--- src/rtl/core/rom_search_reply_parser_defines.svh ---
// assertion macros shared by the rom search reply parser
`ifndef ROM_SEARCH_REPLY_PARSER_DEFINES_SVH
`define ROM_SEARCH_REPLY_PARSER_DEFINES_SVH

`ifndef SYNTHESIS

`define RSP_ASSERT(lbl, prop) \
    lbl: assert property (@(posedge i_clk) disable iff (!i_rst_n) (prop)) \
        else $error("rsp assertion failed");

`define RSP_NEVER(lbl, cond) \
    `RSP_ASSERT(lbl, !(cond))

`else

`define RSP_ASSERT(lbl, prop)

`define RSP_NEVER(lbl, cond)

`endif

`endif

--- src/rtl/core/rsp_pkg.sv ---
// types, constants and helper functions of the rom search reply parser
`timescale 1ns / 1ps
`default_nettype none

package rsp_pkg;

    localparam logic [7:0] CR_CODE  = 8'h0D;
    localparam logic [7:0] CRC_POLY = 8'h8C;

    // character positions within a record
    localparam logic [4:0] POS_ID_END  = 5'd16;
    localparam logic [4:0] POS_CHK_END = 5'd18;

    localparam logic [2:0] ST_FOUND    = 3'd0;
    localparam logic [2:0] ST_END      = 3'd1;
    localparam logic [2:0] ST_CHECKSUM = 3'd2;
    localparam logic [2:0] ST_FORMAT   = 3'd3;
    localparam logic [2:0] ST_CRC      = 3'd4;
    localparam logic [2:0] ST_FAMILY   = 3'd5;

    localparam int QUEUE_DEPTH = 2;
    localparam int QPTR_W      = $clog2(QUEUE_DEPTH);
    localparam int QCNT_W      = $clog2(QUEUE_DEPTH + 1);

    localparam int IN_TDATA_W  = 8;
    localparam int OUT_TDATA_W = 72;

    typedef struct packed {
        logic [63:0] rom_id;
        logic [2:0]  status;
        logic        last;
    } t_result;

    typedef struct packed {
        logic full;
        logic empty;
    } t_q_stat;

    typedef logic [7:0] t_crc_tab [64];

    // crc8 contribution of each single id bit, bits taken low byte first
    function automatic t_crc_tab build_crc_tab();
        t_crc_tab   tab;
        logic [7:0] crc;
        for (int k = 0; k < 64; k++) begin
            crc = CRC_POLY;
            for (int s = k + 1; s < 64; s++) begin
                crc = crc[0] ? ((crc >> 1) ^ CRC_POLY) : (crc >> 1);
            end
            tab[k] = crc;
        end
        return tab;
    endfunction

    localparam t_crc_tab CRC_BIT_TAB = build_crc_tab();

    // bit 4 set marks a character that is not a hex digit
    function automatic logic [4:0] hex_decode(input logic [7:0] c);
        logic [4:0] res;
        if (c >= 8'h30 && c <= 8'h39) begin
            res = {1'b0, 4'(c - 8'h30)};
        end else if (c >= 8'h41 && c <= 8'h46) begin
            res = {1'b0, 4'(c - 8'h37)};
        end else if (c >= 8'h61 && c <= 8'h66) begin
            res = {1'b0, 4'(c - 8'h57)};
        end else begin
            res = 5'h10;
        end
        return res;
    endfunction

endpackage

`default_nettype wire

--- src/rtl/core/rsp_front.sv ---
// front end: accepts reply bytes, tracks the record and classifies each item
`timescale 1ns / 1ps
`default_nettype none

`include "rom_search_reply_parser_defines.svh"

module rsp_front
    import rsp_pkg::*;
(
    input  wire logic        i_clk,
    input  wire logic        i_rst_n,
    input  wire logic        i_cfg_wr_en,
    input  wire logic        i_cfg_wr_data,
    input  wire logic        i_valid,
    input  wire logic [7:0]  i_rx_byte,
    input  wire logic        i_restart,
    output logic             o_ready,
    input  wire t_q_stat     i_q_stat,
    output logic             o_push,
    output t_result          o_result
);

    logic        r_mode;
    logic [4:0]  r_pos;
    logic [63:0] r_id;
    logic [7:0]  r_sum;
    logic [7:0]  r_rcv;
    logic [7:0]  r_crc;
    logic        r_lock;

    logic [4:0]  n_pos;
    logic [63:0] n_id;
    logic [7:0]  n_sum;
    logic [7:0]  n_rcv;
    logic [7:0]  n_crc;
    logic        n_lock;

    logic [4:0]  eff_pos;
    logic [63:0] eff_id;
    logic [7:0]  eff_sum;
    logic [7:0]  eff_rcv;
    logic [7:0]  eff_crc;
    logic        eff_lock;

    logic        accept;
    logic [4:0]  hexd;
    logic [4:0]  end_pos;
    logic [5:0]  base_idx;
    logic [7:0]  crc_contrib;

    assign o_ready = !i_q_stat.full;
    assign accept  = i_valid && o_ready;
    assign hexd    = hex_decode(i_rx_byte);
    assign end_pos = r_mode ? POS_CHK_END : POS_ID_END;

    // restart clears the record and the lock before the byte is looked at
    always_comb begin
        eff_pos  = i_restart ? 5'd0  : r_pos;
        eff_id   = i_restart ? 64'd0 : r_id;
        eff_sum  = i_restart ? 8'd0  : r_sum;
        eff_rcv  = i_restart ? 8'd0  : r_rcv;
        eff_crc  = i_restart ? 8'd0  : r_crc;
        eff_lock = i_restart ? 1'b0  : r_lock;
    end

    // digit at position p lands in id bits 4*(15-p) upwards once all 16 are in
    always_comb begin
        base_idx    = {~eff_pos[3:0], 2'b00};
        crc_contrib = 8'd0;
        for (int j = 0; j < 4; j++) begin
            if (hexd[j]) begin
                crc_contrib = crc_contrib ^ CRC_BIT_TAB[base_idx | 6'(j)];
            end
        end
    end

    always_comb begin
        n_pos    = r_pos;
        n_id     = r_id;
        n_sum    = r_sum;
        n_rcv    = r_rcv;
        n_crc    = r_crc;
        n_lock   = r_lock;
        o_push   = 1'b0;
        o_result = '{rom_id: 64'd0, status: ST_FOUND, last: 1'b0};
        if (accept) begin
            n_pos  = eff_pos;
            n_id   = eff_id;
            n_sum  = eff_sum;
            n_rcv  = eff_rcv;
            n_crc  = eff_crc;
            n_lock = eff_lock;
            if (!eff_lock) begin
                if (eff_pos == 5'd0 && i_rx_byte == CR_CODE) begin
                    o_push          = 1'b1;
                    o_result.status = ST_END;
                    o_result.last   = 1'b1;
                end else if (eff_pos < POS_ID_END) begin
                    if (hexd[4]) begin
                        o_push          = 1'b1;
                        o_result.status = ST_FORMAT;
                        o_result.last   = 1'b1;
                    end else begin
                        n_id  = {eff_id[59:0], hexd[3:0]};
                        n_sum = eff_sum + i_rx_byte;
                        n_crc = eff_crc ^ crc_contrib;
                        n_pos = eff_pos + 5'd1;
                    end
                end else if (eff_pos == end_pos) begin
                    o_push = 1'b1;
                    o_result.rom_id = eff_id;
                    o_result.last   = 1'b1;
                    if (i_rx_byte != CR_CODE) begin
                        o_result.rom_id = 64'd0;
                        o_result.status = ST_FORMAT;
                    end else if (r_mode && eff_rcv != eff_sum) begin
                        o_result.status = ST_CHECKSUM;
                    end else if (eff_crc != 8'd0) begin
                        o_result.status = ST_CRC;
                    end else if (eff_id[7:0] == 8'd0) begin
                        o_result.status = ST_FAMILY;
                    end else begin
                        o_result.status = ST_FOUND;
                        o_result.last   = 1'b0;
                        n_pos = 5'd0;
                        n_id  = 64'd0;
                        n_sum = 8'd0;
                        n_rcv = 8'd0;
                        n_crc = 8'd0;
                    end
                end else if (eff_pos < end_pos) begin
                    if (hexd[4]) begin
                        o_push          = 1'b1;
                        o_result.status = ST_FORMAT;
                        o_result.last   = 1'b1;
                    end else begin
                        n_rcv = {eff_rcv[3:0], hexd[3:0]};
                        n_pos = eff_pos + 5'd1;
                    end
                end else begin
                    // checksum mode dropped mid-record
                    o_push          = 1'b1;
                    o_result.status = ST_FORMAT;
                    o_result.last   = 1'b1;
                end
                if (o_push && o_result.last) begin
                    n_lock = 1'b1;
                    n_pos  = 5'd0;
                    n_id   = 64'd0;
                    n_sum  = 8'd0;
                    n_rcv  = 8'd0;
                    n_crc  = 8'd0;
                end
            end
        end
    end

    always_ff @(posedge i_clk) begin
        if (!i_rst_n) begin
            r_mode <= 1'b1;
            r_pos  <= 5'd0;
            r_id   <= 64'd0;
            r_sum  <= 8'd0;
            r_rcv  <= 8'd0;
            r_crc  <= 8'd0;
            r_lock <= 1'b0;
        end else begin
            if (i_cfg_wr_en) begin
                r_mode <= i_cfg_wr_data;
            end
            r_pos  <= n_pos;
            r_id   <= n_id;
            r_sum  <= n_sum;
            r_rcv  <= n_rcv;
            r_crc  <= n_crc;
            r_lock <= n_lock;
        end
    end

    `RSP_ASSERT(a_pos_in_record, r_pos <= POS_CHK_END)
    `RSP_ASSERT(a_last_locks, (o_push && o_result.last) |=> r_lock)
    `RSP_NEVER(a_no_push_when_full, o_push && i_q_stat.full)

endmodule

`default_nettype wire

--- src/rtl/core/rsp_queue.sv ---
// short result queue between the front end and the output stage
`timescale 1ns / 1ps
`default_nettype none

`include "rom_search_reply_parser_defines.svh"

module rsp_queue
    import rsp_pkg::*;
(
    input  wire logic    i_clk,
    input  wire logic    i_rst_n,
    input  wire logic    i_push,
    input  wire t_result i_data,
    input  wire logic    i_pop,
    output t_result      o_head,
    output t_q_stat      o_stat
);

    t_result             r_mem [QUEUE_DEPTH];
    logic [QPTR_W-1:0]   r_wr_ptr;
    logic [QPTR_W-1:0]   r_rd_ptr;
    logic [QCNT_W-1:0]   r_count;

    logic                do_push;
    logic                do_pop;

    assign o_stat.full  = (r_count == QCNT_W'(QUEUE_DEPTH));
    assign o_stat.empty = (r_count == '0);
    assign do_push      = i_push && !o_stat.full;
    assign do_pop       = i_pop && !o_stat.empty;
    assign o_head       = r_mem[r_rd_ptr];

    always_ff @(posedge i_clk) begin
        if (do_push) begin
            r_mem[r_wr_ptr] <= i_data;
        end
    end

    always_ff @(posedge i_clk) begin
        if (!i_rst_n) begin
            r_wr_ptr <= '0;
            r_rd_ptr <= '0;
            r_count  <= '0;
        end else begin
            if (do_push) begin
                r_wr_ptr <= r_wr_ptr + QPTR_W'(1);
            end
            if (do_pop) begin
                r_rd_ptr <= r_rd_ptr + QPTR_W'(1);
            end
            case ({do_push, do_pop})
                2'b10:   r_count <= r_count + QCNT_W'(1);
                2'b01:   r_count <= r_count - QCNT_W'(1);
                default: r_count <= r_count;
            endcase
        end
    end

    `RSP_ASSERT(a_count_bound, r_count <= QCNT_W'(QUEUE_DEPTH))

endmodule

`default_nettype wire

--- src/rtl/core/rsp_back.sv ---
// output stage: takes results from the queue and holds them for the sink
`timescale 1ns / 1ps
`default_nettype none

module rsp_back
    import rsp_pkg::*;
(
    input  wire logic    i_clk,
    input  wire logic    i_rst_n,
    input  wire t_q_stat i_q_stat,
    input  wire t_result i_head,
    output logic         o_pop,
    output logic         o_valid,
    output t_result      o_result,
    input  wire logic    i_ready
);

    logic    r_valid;
    t_result r_result;

    // refill whenever the stage is empty or its item is being taken
    assign o_pop    = !i_q_stat.empty && (!r_valid || i_ready);
    assign o_valid  = r_valid;
    assign o_result = r_result;

    always_ff @(posedge i_clk) begin
        if (o_pop) begin
            r_result <= i_head;
        end
    end

    always_ff @(posedge i_clk) begin
        if (!i_rst_n) begin
            r_valid <= 1'b0;
        end else if (o_pop) begin
            r_valid <= 1'b1;
        end else if (i_ready) begin
            r_valid <= 1'b0;
        end
    end

endmodule

`default_nettype wire

--- src/rtl/core/rom_search_reply_parser.sv ---
// top level of the rom search reply parser
`timescale 1ns / 1ps
`default_nettype none

// Parses the ASCII reply of a device search one byte per item: each record is
// 16 hex characters, two more checksum characters when checksum mode is set,
// then CR, and yields the 64-bit ROM id (family code in the low byte) with a
// status code; a CR at record start ends the directory, and after the end or
// any error bytes are dropped until an item flagged restart. One byte is taken
// every cycle while the result queue is not full; the parser state, character sum
// and CRC8 are all updated in that single cycle by the front end, the CRC being
// built up per hex digit. A result goes from the front end through the result
// queue into the output register; the input only stalls once the two-entry result
// queue is full behind a stalled sink.
module rom_search_reply_parser
    import rsp_pkg::*;
(
    input  wire logic                   i_clk,
    input  wire logic                   i_rst_n,
    input  wire logic                   i_cfg_wr_en,
    input  wire logic                   i_cfg_wr_data,   // checksum_mode
    input  wire logic                   i_s_tvalid,
    output logic                        o_s_tready,
    input  wire logic [IN_TDATA_W-1:0]  i_s_tdata,       // [7:0] rx_byte
    input  wire logic                   i_s_tuser,       // [0] restart
    output logic                        o_m_tvalid,
    input  wire logic                   i_m_tready,
    output logic [OUT_TDATA_W-1:0]      o_m_tdata,       // [63:0] rom_id, [66:64] status
    output logic                        o_m_tlast
);

    t_q_stat q_stat;
    logic    push;
    logic    pop;
    t_result front_result;
    t_result head;
    t_result out_result;

    rsp_front u_front (
        .i_clk         (i_clk),
        .i_rst_n       (i_rst_n),
        .i_cfg_wr_en   (i_cfg_wr_en),
        .i_cfg_wr_data (i_cfg_wr_data),
        .i_valid       (i_s_tvalid),
        .i_rx_byte     (i_s_tdata[7:0]),
        .i_restart     (i_s_tuser),
        .o_ready       (o_s_tready),
        .i_q_stat      (q_stat),
        .o_push        (push),
        .o_result      (front_result)
    );

    rsp_queue u_queue (
        .i_clk   (i_clk),
        .i_rst_n (i_rst_n),
        .i_push  (push),
        .i_data  (front_result),
        .i_pop   (pop),
        .o_head  (head),
        .o_stat  (q_stat)
    );

    rsp_back u_back (
        .i_clk    (i_clk),
        .i_rst_n  (i_rst_n),
        .i_q_stat (q_stat),
        .i_head   (head),
        .o_pop    (pop),
        .o_valid  (o_m_tvalid),
        .o_result (out_result),
        .i_ready  (i_m_tready)
    );

    assign o_m_tdata = {5'd0, out_result.status, out_result.rom_id};
    assign o_m_tlast = out_result.last;

endmodule

`default_nettype wire

--- config.mk ---
export PLATFORM = sky130hd
export DESIGN_NAME = rom_search_reply_parser
export DESIGN_NICKNAME = d
export VERILOG_FILES = /design/src/rtl/core/rsp_pkg.sv /design/src/rtl/core/rsp_front.sv /design/src/rtl/core/rsp_queue.sv /design/src/rtl/core/rsp_back.sv /design/src/rtl/core/rom_search_reply_parser.sv
export VERILOG_INCLUDE_DIRS = /design/src /design/src/rtl/core
export SDC_FILE = /design/constraint.sdc
export NUM_CORES = 1
export LEC_CHECK = 0
export ABC_AREA = 1
export BUFFER_PORTS_ARGS = -buffer_cell sky130_fd_sc_hd__buf_2
export CAP_MARGIN = 20
export CORE_MARGIN = 2
export CORE_UTILIZATION = 58
export CTS_CLUSTER_SIZE = 16
export DETAILED_ROUTE_END_ITERATION = 7
export PLACE_DENSITY_LB_ADDON = 0.05
export SYNTH_ARGS = -nofsm -noshare
export SYNTH_HDL_FRONTEND = slang
export SYNTH_SLANG_ARGS = --single-unit
--- constraint.sdc ---
create_clock -name i_clk -period 18.7 [get_ports i_clk]
set_input_delay 5.61 -clock i_clk [delete_from_list [all_inputs] [get_ports i_clk]]
set_output_delay 5.61 -clock i_clk [all_outputs]
set_load 0.01 [all_outputs]
==> summary.md <==
The tools report the data arrival time of the worst path as 9480 ps. After synthesis, the netlist uses 44 different library cells. In this run the cell area measured after placement is 15100 sq um.

STA classifies the critical path startpoint as an input port. The logs give 0 for the number of gates resized after CTS and 31 for the number of clock buffers inserted by TritonCTS. The post-route antenna net violation count was 0; the average vias per placed instance was 5.56.

During I/O placement, the number of pins put on the boundary was 90. Across all layers, the routed design uses 11783 vias. The H-tree depth reported by CTS is 1.

In this run the power spent charging and discharging nets is 617 uW. The clock skew after layout is 9.22 ps. The violation count after the first detailed-routing iteration was 1237. Cells with a size suffix above 1 make up 9.96% of the layout.

The logs give 33.9 mm for the total length of routed wires and 0 for the hold-fix buffer count after cts. The worst-case IR drop observed on VDD is 0.104 mV. The logs give 18890 ps for the required time reported for the critical path endpoint and 26500 sq um for the floorplan die area. Power spread over the standard cell area amounts to 123 nW/um^2. The wire length of the first global-routing pass is 55.8 mm, and the number of global-route vias before repair is 11234.

In this run the clock root is driven by a clkbuf_16. TritonCTS built the clock tree. The post-synthesis sequential element count was 304.

Total routing resource utilization after global routing: 25.8%. Setup repair after global routing left no endpoint under its margin. The worst-case clock buffer depth was 3. Setup violations remaining at the end of the flow were counted as 0.

Registers are responsible for 47.6% of the overall power. Worst setup path startpoint: i_s_tuser. The tools report the initial antenna violation count as 0.

The kind of capture point of the worst setup path is a flip-flop. For this run, the detailed router's first-pass iteration total came to 6. The worst min-delay path class is flip-flop to flip-flop. The final critical path takes up 49.7% of the cycle. In this run the standard cell core region covers 25000 sq um. After synthesis, the largest area contributor takes up 41.9% of total cell area. The remaining global-route overflow came out at 0.

Max-capacitance violation count: 0. The number of setup buffers added after CTS is 0, and the horizontal die dimension is 163 um. Of the total power, the share spent switching nets is 31.2%. The clock-pin slew reported for the worst setup and hold paths after clock tree synthesis came out at 60 ps. The logs give 2108 for the filler cell count and 14600 sq um for the synthesized cell area. After the last flow step, the layout net total stands at 1800. Port buffering added 84 buffers.

After detailed routing, the average wire length per cell comes to 16.0 um. After synthesis, the cell types taking the most area are edfxtp_1 42%, nand2_1 16%, dfxtp_1 14%. The total internal power was 1360 uW.

The critical path is of the input port to flip-flop type. The tools report the critical hold path startpoint as u_front.r_id[59]. The startpoint identified for the worst register-to-register timing path is u_front.r_pos[4].

Adding up every negative setup slack in the final design gives 0 ps. The number of antenna diodes in the final layout is 0. In the synthesized netlist the async set-or-reset flop fraction comes to 0%. The vertical extent of the die works out to 163 um. The mean post-synth cell area was 8.50 sq um; the clock network power share was 29.8%. For this configuration, the core starts out at a cell density of 58.6%.

At the pin with the least slew margin, the transition time is 1040 ps. The logs give 20.8 mm for the detailed placer's ending HPWL and 0.898 for the global placement routability congestion. For the floorplan row count, the log shows 58. Static timing analysis puts the maximum clock frequency at 108 MHz. After detailed routing, the number of remaining DRC violations is 0. The worst-skew pair later-pin latency was 570 ps. The tools report the synthesis warning total as 0.

Of all cell types, the one taking the most synthesized area is edfxtp_1. Of all nets on the critical path, the largest fanout is 87. Entering global routing, the biggest net connects 88 pins. The run finished with clean final reports.

After synthesis, the most frequently instantiated cells are 605 x nand2_1, 204 x edfxtp_1, 150 x a21oi_1, 134 x nor2_1, 109 x inv_1. With fillers left out, the area of the finished cells amounts to 16100 sq um. The share of total power dissipated in combinational logic is 22.6%. The final critical delay including setup and external delays came out at 9290 ps. For the worst slew margin relative to its limit, the log shows 31.0%. By instance count, the leading cell after synthesis is nand2_1. Number of instances in the synthesized netlist: 1722.

The count of endpoints failing hold in the final timing report was 0. Of the synthesized area, sequential elements account for 55.5%. Counting flops with a built-in enable in the synthesized netlist gives 204. The logs give 0 for the max-slew violation total from the final report and 0.00637 uW for the leakage power summed over all cells. The leading register cell type out of synthesis was edfxtp_1. The clock sink count came out at 304. The area growth from synthesis to layout is 10.2%.
## path summary, 6_finish.rpt
kind | to | slack (ps) | depth (start not counted)
setup / recovery | u_queue.r_mem[0][14] | 9410 | 13
hold / removal | u_front.r_id[59] | 470 | 2
setup reg to reg | u_queue.r_mem[0][14] | 14800 | 12
hold reg to reg | u_front.r_id[59] | 470 | 2
## area by class of cell
cell class / instances / area, sq um / share of cell area, %
Inverter: 120 / 450 / 2.79
Timing Repair Buffer: 101 / 581 / 3.60
Tap cell: 330 / 413 / 2.56
Multi-Input combinational cell: 1205 / 5590 / 34.7
Sequential cell: 304 / 8130 / 50.4
Clock buffer: 49 / 873 / 5.41
Clock inverter: 9 / 90.1 / 0.558
## layer usage
layer  vias up  wire [um]  global-route usage (%)
li1       5821          -                       -
met1      5525      14900                    35.1
met2       378      16300                    44.1
met3        59       2020                    2.98
met4         0        705                    7.04
met5         -          0                       0
## power by group through the flow
stage	combinational, uW	sequential [uW]	clock (uW)
floorplan	240	1000	0
global placement	439	950	0
detailed placement	449	956	0
CTS	451	943	598
global route	501	955	625
finish	446	941	590
## critical path: stages
cell,delay (ps)
buf_2,230
inv_2,80
buf_4,740
nand2_1,410
ha_1,400
nand3_1,140
nor2_4,200
nor2_1,70
buf_4,180
nor2_1,130
inv_1,130
nor2_4,280
buf_4,700
## flip-flops by register name, indices dropped and copies added, names as in the netlist
signal and count:
u_queue.r_mem 136, u_back.o_result 68, u_front.r_id 64, u_front.r_crc 8, u_front.r_rcv 8, u_front.r_sum 8, u_front.r_pos 5, u_queue.r_count 2
u_back.o_valid 1, u_front.r_lock 1, u_front.r_mode 1, u_queue.r_rd_ptr 1, u_queue.r_wr_ptr 1
## logic make-up (layout without fill, tap and decap cells)
kind of cell | after synthesis | count (layout) | synth area share, %
xor gates and xnor gates | 15 | 15 | 0.898
adders and majority gates | 22 | 22 | 1.93
and+or+nand+nor | 833 | 833 | 23.0
DFF | 304 | 304 | 55.5
other | 1 | 5 | 0.0256
AOI/OAI and AO/OA | 330 | 330 | 12.0
buffers and inverters | 217 | 279 | 6.52
## layout by cell type (no fill, tap or decap), types with 6 or more instances in the layout
master / count
nand3_1: 45
clkbuf_16: 31
ha_1: 21
a21oi_1: 150
inv_2: 10
o21ai_1: 11
nor2_4: 6
o22ai_1: 49
inv_1: 109
edfxtp_1: 204
xor2_1: 10
clkbuf_1: 15
o21ai_0: 102
nand3_2: 6
nand4_1: 17
buf_2: 84
buf_4: 15
dfxtp_1: 99
nand2_1: 605
nor2_1: 131
## per-stage QoR
stage / utilization [%] / setup WS (ps) / cells / hold WS (ps) / total power [uW]
detailed placement: 60.7 / 8850 / 2059 / 456 / 1410
CTS: 64.5 / 9450 / 2117 / 465 / 1990
global route: 64.6 / 9080 / 2118 / 480 / 2080
global placement: 60.6 / 8940 / 2058 / 451 / 1390
floorplan: - / 8250 / 1726 / 443 / 1240
finish: 64.6 / 9410 / 2118 / 466 / 1980
Note: power is estimated with default switching activity, not from simulation.
